File: src/sv/sliding_window_median_macros.svh
// Assertion macros for the sliding-window median filter.
// Used by the top level; needs no other file.
`ifndef SLIDING_WINDOW_MEDIAN_MACROS_SVH
`define SLIDING_WINDOW_MEDIAN_MACROS_SVH

`ifndef ASSERT_OFF
// Checked on rising clock, ignored while reset is asserted.
`define SWM_ASSERT(lbl, clk, rstn, prop, msg) \
  lbl: assert property (@(posedge clk) disable iff (!rstn) prop) else $error(msg);
// Checked on rising clock, during reset as well.
`define SWM_ASSERT_ALWAYS(lbl, clk, prop, msg) \
  lbl: assert property (@(posedge clk) prop) else $error(msg);
`else
`define SWM_ASSERT(lbl, clk, rstn, prop, msg)
`define SWM_ASSERT_ALWAYS(lbl, clk, prop, msg)
`endif

`endif

File: src/sv/swm_pkg.sv
// Shared types and constants of the sliding-window median filter.
// No dependencies.
`default_nettype none

package swm_pkg;

  // Width and reset value of the window size register.
  localparam int unsigned CFG_BITS  = 7;
  localparam int unsigned CFG_RESET = 3;

  // Broadcast control from the top level to every cell.
  typedef struct packed {
    logic full;      // window full: the oldest sample leaves this transfer
    logic rm_le;     // the leaving sample is <= the new sample
  } swm_ctrl_t;

  // Flags handed from a cell to its right neighbor.
  typedef struct packed {
    logic rm_seen;   // leaving sample sits at this cell or to its left
    logic ins_le;    // insert position is at or left of this cell
  } swm_link_t;

endpackage

`default_nettype wire

File: src/sv/swm_cell.sv
// One cell of the sorted window chain: a sample value and its age.
// Depends on swm_pkg.
`default_nettype none

module swm_cell #(
  parameter int unsigned SAMPLE_BITS = 32,
  parameter int unsigned AGE_BITS    = 6
) (
  input  wire                             clk_i,
  input  wire                             upd_i,
  input  wire swm_pkg::swm_ctrl_t         ctrl_i,
  input  wire signed [SAMPLE_BITS-1:0]    key_i,
  input  wire        [AGE_BITS-1:0]       age_last_i,
  input  wire                             valid_i,
  input  wire signed [SAMPLE_BITS-1:0]    left_val_i,
  input  wire        [AGE_BITS-1:0]       left_age_i,
  input  wire swm_pkg::swm_link_t         left_link_i,
  input  wire signed [SAMPLE_BITS-1:0]    right_val_i,
  input  wire        [AGE_BITS-1:0]       right_age_i,
  input  wire                             right_le_i,
  output logic signed [SAMPLE_BITS-1:0]   val_o,
  output logic        [AGE_BITS-1:0]      age_o,
  output logic                            le_o,
  output logic                            rm_o,
  output logic                            rm_le_o,
  output swm_pkg::swm_link_t              link_o
);
  import swm_pkg::*;

  logic signed [SAMPLE_BITS-1:0] val_q, val_d;
  logic        [AGE_BITS-1:0]    age_q, age_d;

  always_comb begin
    le_o           = valid_i && (val_q <= key_i);
    rm_o           = ctrl_i.full && valid_i && (age_q == age_last_i);
    rm_le_o        = rm_o && le_o;
    link_o.rm_seen = left_link_i.rm_seen | rm_o;
    // insert slot at or left of here; one slot less if the leaver was <= key
    link_o.ins_le  = ctrl_i.rm_le ? !right_le_i : !le_o;
  end

  // New content: compacted neighbor left of the insert slot, the key at it,
  // shifted neighbor right of it.
  always_comb begin
    if (!link_o.ins_le) begin
      if (link_o.rm_seen) begin
        val_d = right_val_i;
        age_d = right_age_i + AGE_BITS'(1);
      end else begin
        val_d = val_q;
        age_d = age_q + AGE_BITS'(1);
      end
    end else if (!left_link_i.ins_le) begin
      val_d = key_i;
      age_d = '0;
    end else if (left_link_i.rm_seen) begin
      val_d = val_q;
      age_d = age_q + AGE_BITS'(1);
    end else begin
      val_d = left_val_i;
      age_d = left_age_i + AGE_BITS'(1);
    end
  end

  always_ff @(posedge clk_i) begin
    if (upd_i) begin
      val_q <= val_d;
      age_q <= age_d;
    end
  end

  assign val_o = val_q;
  assign age_o = age_q;

endmodule

`default_nettype wire

File: config.mk
export PLATFORM = sky130hd
export DESIGN_NAME = swm_cell
export DESIGN_NICKNAME = d
export VERILOG_FILES = /design/src/sv/sliding_window_median_macros.svh /design/src/sv/swm_pkg.sv /design/src/sv/swm_cell.sv
export SDC_FILE = /design/constraint.sdc
export NUM_CORES = 1
export LEC_CHECK = 0
export ABC_AREA = 1
export BUFFER_PORTS_ARGS = -buffer_cell sky130_fd_sc_hd__buf_2
export CAP_MARGIN = 40
export CORE_MARGIN = 1.5
export CORE_UTILIZATION = 40
export DETAILED_ROUTE_END_ITERATION = 16
export GPL_TIMING_DRIVEN = 0
export PLACE_DENSITY = 0.8
export SYNTH_ARGS = -nofsm -noshare
export SYNTH_HDL_FRONTEND = slang
export SYNTH_SLANG_ARGS = --single-unit
File: constraint.sdc
create_clock -name clk_i -period 5.76 [get_ports clk_i]
set_input_delay 0.864 -clock clk_i [delete_from_list [all_inputs] [get_ports clk_i]]
set_output_delay 0.864 -clock clk_i [all_outputs]
set_load 0.01 [all_outputs]
==> results.cfg, run 1 <==
[outcome]
outcome = completed

[worst_setup_path]
end_kind = output pin
cpLargestDelayFamily = simple AND/OR/NAND/NOR gates
cp_num_cells = 15
required_ps = 4900
worstSetupPathType = in -> out
cp_slowest_stage_delay_ps = 300
r2r_cells = 14
crit_path_start_kind = primary input
slowest_stage = ha_1
crit_chain = buf_2 -> inv_1 -> ha_1 -> a21oi_1 -> o21ai_0 -> nand2_1 -> nand2_1 -> a21oi_1 -> nand2_1 -> nand2_1 -> nand3_2 -> nand3_4 -> nand2_8 -> inv_1 -> buf_2
cp_data_arrival_time_ps = 2650
cp.buffers_inverters = 4
critical_path.max_fanout = 10
critPathMostFrequentCell = nand2_1

[place]
portBuffers = 164
dp_slack_ps = 2260
routabilityCongestion = 0.854
dp_hpwl_um = 7860

[clock_network]
cts_root_buf = clkbuf_8
clk_pin_slew_worst_paths_ps = 70
cts_inserted_buffers = 5
cts_resized = 0
cts.sinks = 38
cts_buffer_depth = 2
htreeDepth = 2
post-cts-setup-buffers = 0
cts_tree = yes
clock_latency_ps = 290
hold_buffers = 0

[finish]
mostFrequentLayoutCells = buf_2, nand2_1, inv_1
final_common_cell = buf_2
syn_to_final_growth_pct = 31.2
nNetsFinal = 755
antenna_cells = 0
drive_above_1_share = 0.369

[yosys]
seq_area_frac_synth = 0.336
synth_top_cell_area_share = 0.336
synth_nets = 583
synth.top_cells.by_area = edfxtp_1, nand2_1, ha_1
synth_largest_area_cell = edfxtp_1
netlist_instances = 426
synth_cell_types = 29
ys_warn_count = 0
syn_area_um2 = 3400
synth_seq_cells = 38
syn_avg_cell_area_um2 = 7.97

[pwr]
powerDensity_nw_per_um2 = 195
finalPower_mw = 0.871
vdd_drop_max_mv = 0.0826
p_leak_nw = 2.27

[sta]
fin_skew_ps = 10.6
setup_ws_ps = 2250
setup_tns_ps = 0
drv_slew = 0
hold_ws_ps = 832
final-hold-violation-count = 0
tightest_slew_ps = 536
layout_min_cycle_time_ps = 3510
rsz0062_at_grt = no
fin_crit_sh = 0.610
max_freq_mhz = 285
relSlewSlack = 0.643
setup_viol = 0

[drt]
vias = 3421
wl_per_cell_um = 13.5
drt_iter0_markers = 95
routed_via_density = 4.86
postRouteAntennaNets = 0
wl_um = 9500
dr.pass1.iters = 4
drc = 0

[worst_hold_path]
hold_depth = 4
hold_path_class = reg -> reg

[global_route]
grt_pass1_vias = 3350
antenna_found_initial = 0
overflow = 0
grt_max_degree = 27
grt_usage = 0.209
grt_first_pass_wirelength_um = 14700

[floorplan]
ioPinCount = 165
initial_core_util = 0.413
core-area_um2 = 8220
num_rows = 33
die_w_um = 95.2
die-area_um2 = 9050
die_h_um = 95.2

[flow_run]
cap_violations = 0
[per-stage QoR]
step,utilization,instances,instance area (um2)
after floorplan,-,426,3400
after global placement,0.529,695,4350
after detailed placement,0.533,696,4380
after CTS,0.542,704,4460
after global routing,0.542,704,4460
final,0.542,704,4460
[path summary, 6_finish.rpt]
path	endpoint	start	slack, ps
setup / recovery	link_o[0]	key_i[25]	2250
hold / removal	age_o[5]	age_o[5]	830
setup reg to reg	val_o[27]	val_o[31]	3190
hold reg to reg	age_o[5]	age_o[5]	830
[cell families after synthesis]
logic type | after synthesis | synth area share
flops | 38 | 0.336
buf+inv | 68 | 0.0969
fa+ha+maj | 35 | 0.129
compound gates | 100 | 0.190
mux | 2 | 0.00589
xor+xnor | 13 | 0.0335
simple gates | 170 | 0.208
[report_power, final]
group	internal, mW	leakage (nW)	switching, mW
combinational	0.145	1.86	0.183
clock	0.0810	0.0407	0.0960
sequential	0.345	0.367	0.0203
[layer usage]
metal	track usage	part of all wire
met4	0.0498	0.010
met2	0.389	0.51
met3	0.0439	0.061
met1	0.241	0.42
met5	0	0
[worst min-delay path, delay by kind of cell (launching register included)]
kind / cells / cell delay (ps)
AO/OA/AOI/OAI: 1 / 100
XOR/XNOR: 1 / 100
flip-flops: 1 / 400
AND/OR/NAND/NOR: 2 / 120
[cells in the mapped netlist]
| library cell | instances |
|---|---|
| a211oi_1 | 1 |
| a21o_1 | 1 |
| a21oi_1 | 18 |
| a22oi_1 | 1 |
| buf_12 | 2 |
| buf_4 | 1 |
| buf_6 | 5 |
| clkbuf_1 | 6 |
| clkinv_1 | 1 |
| edfxtp_1 | 38 |
| ha_1 | 35 |
| inv_1 | 53 |
| mux2i_1 | 2 |
| nand2_1 | 131 |
| nand2_2 | 3 |
| nand2_8 | 1 |
| nand3_1 | 10 |
| nand3_2 | 1 |
| nand3_4 | 1 |
| nand3b_1 | 1 |
| nand4_1 | 2 |
| nor2_1 | 18 |
| nor2_2 | 2 |
| o21a_1 | 2 |
| o21ai_0 | 38 |
| o21ai_2 | 34 |
| o22ai_1 | 5 |
| xnor2_1 | 7 |
| xor2_1 | 6 |
[layout make-up]
cell class	instances	area [um2]
Clock buffer	5	68.8
Tap cell	105	131
Buffer	14	126
Fill cell	838	3760
Multi-Input combinational cell	320	1930
Timing Repair Buffer	165	841
Inverter	54	203
Clock inverter	3	11.3
Sequential cell	38	1140
[state kept, by name (all words and copies together), names as in the netlist]
| signal | flops |
|---|---|
| age_o | 6 |
| val_o | 32 |
Power figures use the tool's default switching activity.
==> run 2: changes to the inputs <==
Settings changed: ABC_AREA 1 to 0, PLACE_DENSITY 0.8 to 0.83.
Clock period 5.76 ns to 2.9 ns, I/O delays scaled along.
==> run 2 against run 1 <==
  * The run now ends with setup timing left
  * Critical path type is now reg -> out
  * Count of clock-buffer cells in the layout is 1 higher
  * First-iteration DRC count increased by 28%
  * Power grew 120%
  * Synthesized cell count is 20% lower
  * Via count is 2.3% lower
  * Worst hold slack worse by 390 ps
==> results.cfg, run 2 <==
[yosys]
synthFlopType = edfxtp_1
synth.most_common_cell = nand2_1
syn_avg_cell_area_um2 = 9.67
synth_nets = 498
ys_warn_count = 0
synth_cell_types = 35
synth_common_cells = nand2_1, edfxtp_1, inv_1, o21ai_0, ha_1
seq_area_frac_synth = 0.346
synth_largest_area_cell = edfxtp_1
synth-async-reset-ratio = 0
synth_top_cell_area_share = 0.346
syn_area_um2 = 3300
synth_edf_count = 38
synth.top_cells.by_area = edfxtp_1, ha_1, mux2_1
synth_seq_cells = 38
netlist_instances = 341

[global_route]
antenna_found_initial = 0
grt_usage = 0.219
grt_pass1_vias = 3279
grt_first_pass_wirelength_um = 14800
grt_max_degree = 17
overflow = 0

[sta]
fin_crit_sh = 1.01
layout_min_cycle_time_ps = 2930
hold_ws_ps = 440
fin_skew_ps = 10.0
tightest_slew_ps = 573
setup_viol = 2
max_freq_mhz = 342
rsz0062_at_grt = yes
final-hold-violation-count = 0
relSlewSlack = 0.616
setup_ws_ps = -26.1
drv_slew = 0

[outcome]
violations = setup timing
outcome = finished, violations left

[finish]
final_common_cell = buf_2
finalNonFillerCells = 639
drive_above_1_share = 0.510
largest_reg_flops = 32
mostFrequentLayoutCells = buf_2, nand2_1, inv_1, edfxtp_1, o21ai_0
syn_to_final_growth_pct = 53.6
nNetsFinal = 693
antenna_cells = 0

[drt]
vias = 3341
postRouteAntennaNets = 0
dr.pass1.iters = 6
drc = 0
drt_iter0_markers = 122
wl_um = 10500
wl_per_cell_um = 16.5
routed_via_density = 5.23

[floorplan]
die-area_um2 = 8800
core-area_um2 = 7850
ioPinCount = 165
die_h_um = 93.8
die_w_um = 93.8
initial_core_util = 0.420
num_rows = 32

[clock_network]
hold_buffers = 0
cts_root_buf = clkbuf_8
cts_buffer_depth = 2
cts_tree = yes
clock_latency_ps = 290
htreeDepth = 2
clk_pin_slew_worst_paths_ps = 80
cts_inserted_buffers = 5
cts.sinks = 38

[worst_setup_path]
end_kind = output pin
critical_path.max_fanout = 2
required_ps = 2470
rrSetupSlack_ps = 40
worstSetupPathType = reg -> out
crit_path_start_kind = flip-flop
cp_data_arrival_time_ps = 2490

[pwr]
powerDensity_nw_per_um2 = 384
vdd_drop_max_mv = 0.267
finalPower_mw = 1.94
p_leak_nw = 2.46

[flow_run]
cap_violations = 0

[place]
dp_slack_ps = -496
routabilityCongestion = 0.860
dp_hpwl_um = 7500
portBuffers = 163
dp_cells = 606

[worst_hold_path]
hold_path_class = in -> reg
run 2: cell types whose count changed in the layout (fill, tap and decap cells not counted), moves of 7 or more:
cell     previous run  this run
ha_1               35        20
a21oi_1            18         7
mux2_2              0         7
buf_4               1        15
mux2_4              0        31
nand2_1           131        47
ha_4                0        15
a21oi_2             0         9
inv_1              53        38
nor2_1             17         4
o21ai_2            34         1
run 2: per-layer routing:
metal	GRT usage	part of all wire	vias to the layer above
met2	0.414	0.50	125
met3	0.0316	0.052	11
met5	0	0	-
met4	0.0460	0.0088	0
li1	-	-	1626
met1	0.261	0.44	1579
run 2: per-stage QoR:
stage | TNS (ps) | util | area [um2]
2_1_floorplan | -280 | - | 3310
3_3_place_gp | -18140 | 0.541 | 4250
6_report | -28.2 | 0.645 | 5060
3_5_place_dp | -21450 | 0.541 | 4250
4_1_cts | -82.4 | 0.572 | 4490
5_1_grt | -1560 | 0.645 | 5060
run 2: logic make-up after synthesis:
| kind of cell | count (synthesis) | share of synthesized area |
|---|---|---|
| AND/OR/NAND/NOR | 86 | 0.132 |
| buffers and inverters | 51 | 0.0672 |
| AO/OA/AOI/OAI | 65 | 0.113 |
| XOR/XNOR | 19 | 0.0505 |
| adder cells (fa/ha/maj) | 35 | 0.133 |
| multiplexers | 47 | 0.157 |
| flip-flops | 38 | 0.346 |
run 2: area by class of cell:
class	count	area (um2)
sequential	38	1140
clock buffer	6	72.6
tap	102	128
clock inverter	2	8.76
multi-input combinational	254	2390
inverter	38	143
fill	664	2780
timing repair buffer	186	1070
buffer	13	105
run 2: report_power, final:
part | internal [mW] | total [mW] | switching, mW
clock network | 0.166 | 0.360 | 0.195
logic | 0.454 | 0.847 | 0.393
registers | 0.686 | 0.737 | 0.0507
run 2: critical path, cell delays in order (launching register included):
cell,delay [ps]
edfxtp_1,430
ha_4,290
nand4_1,190
nor4_4,360
nor3b_4,310
a211oi_2,80
xor2_1,170
a211oi_2,190
buf_2,170
run 2: what timing repair did:
item	CTS	global route
pin swaps	9	19
hold endpoints to repair	0	0
resized for setup	12	72
gates cloned	1	4
buffers inserted	8	12
setup endpoints to repair	68	67
run 2: path summary, 6_finish.rpt:
path / startpoint / to / cells after the start
worst max register to register: val_o[17] / val_o[21] / 9
worst max-delay path: val_o[17] / rm_le_o / 8
worst min register to register: age_o[0] / age_o[0] / 3
worst min-delay path: right_val_i[29] / val_o[29] / 2
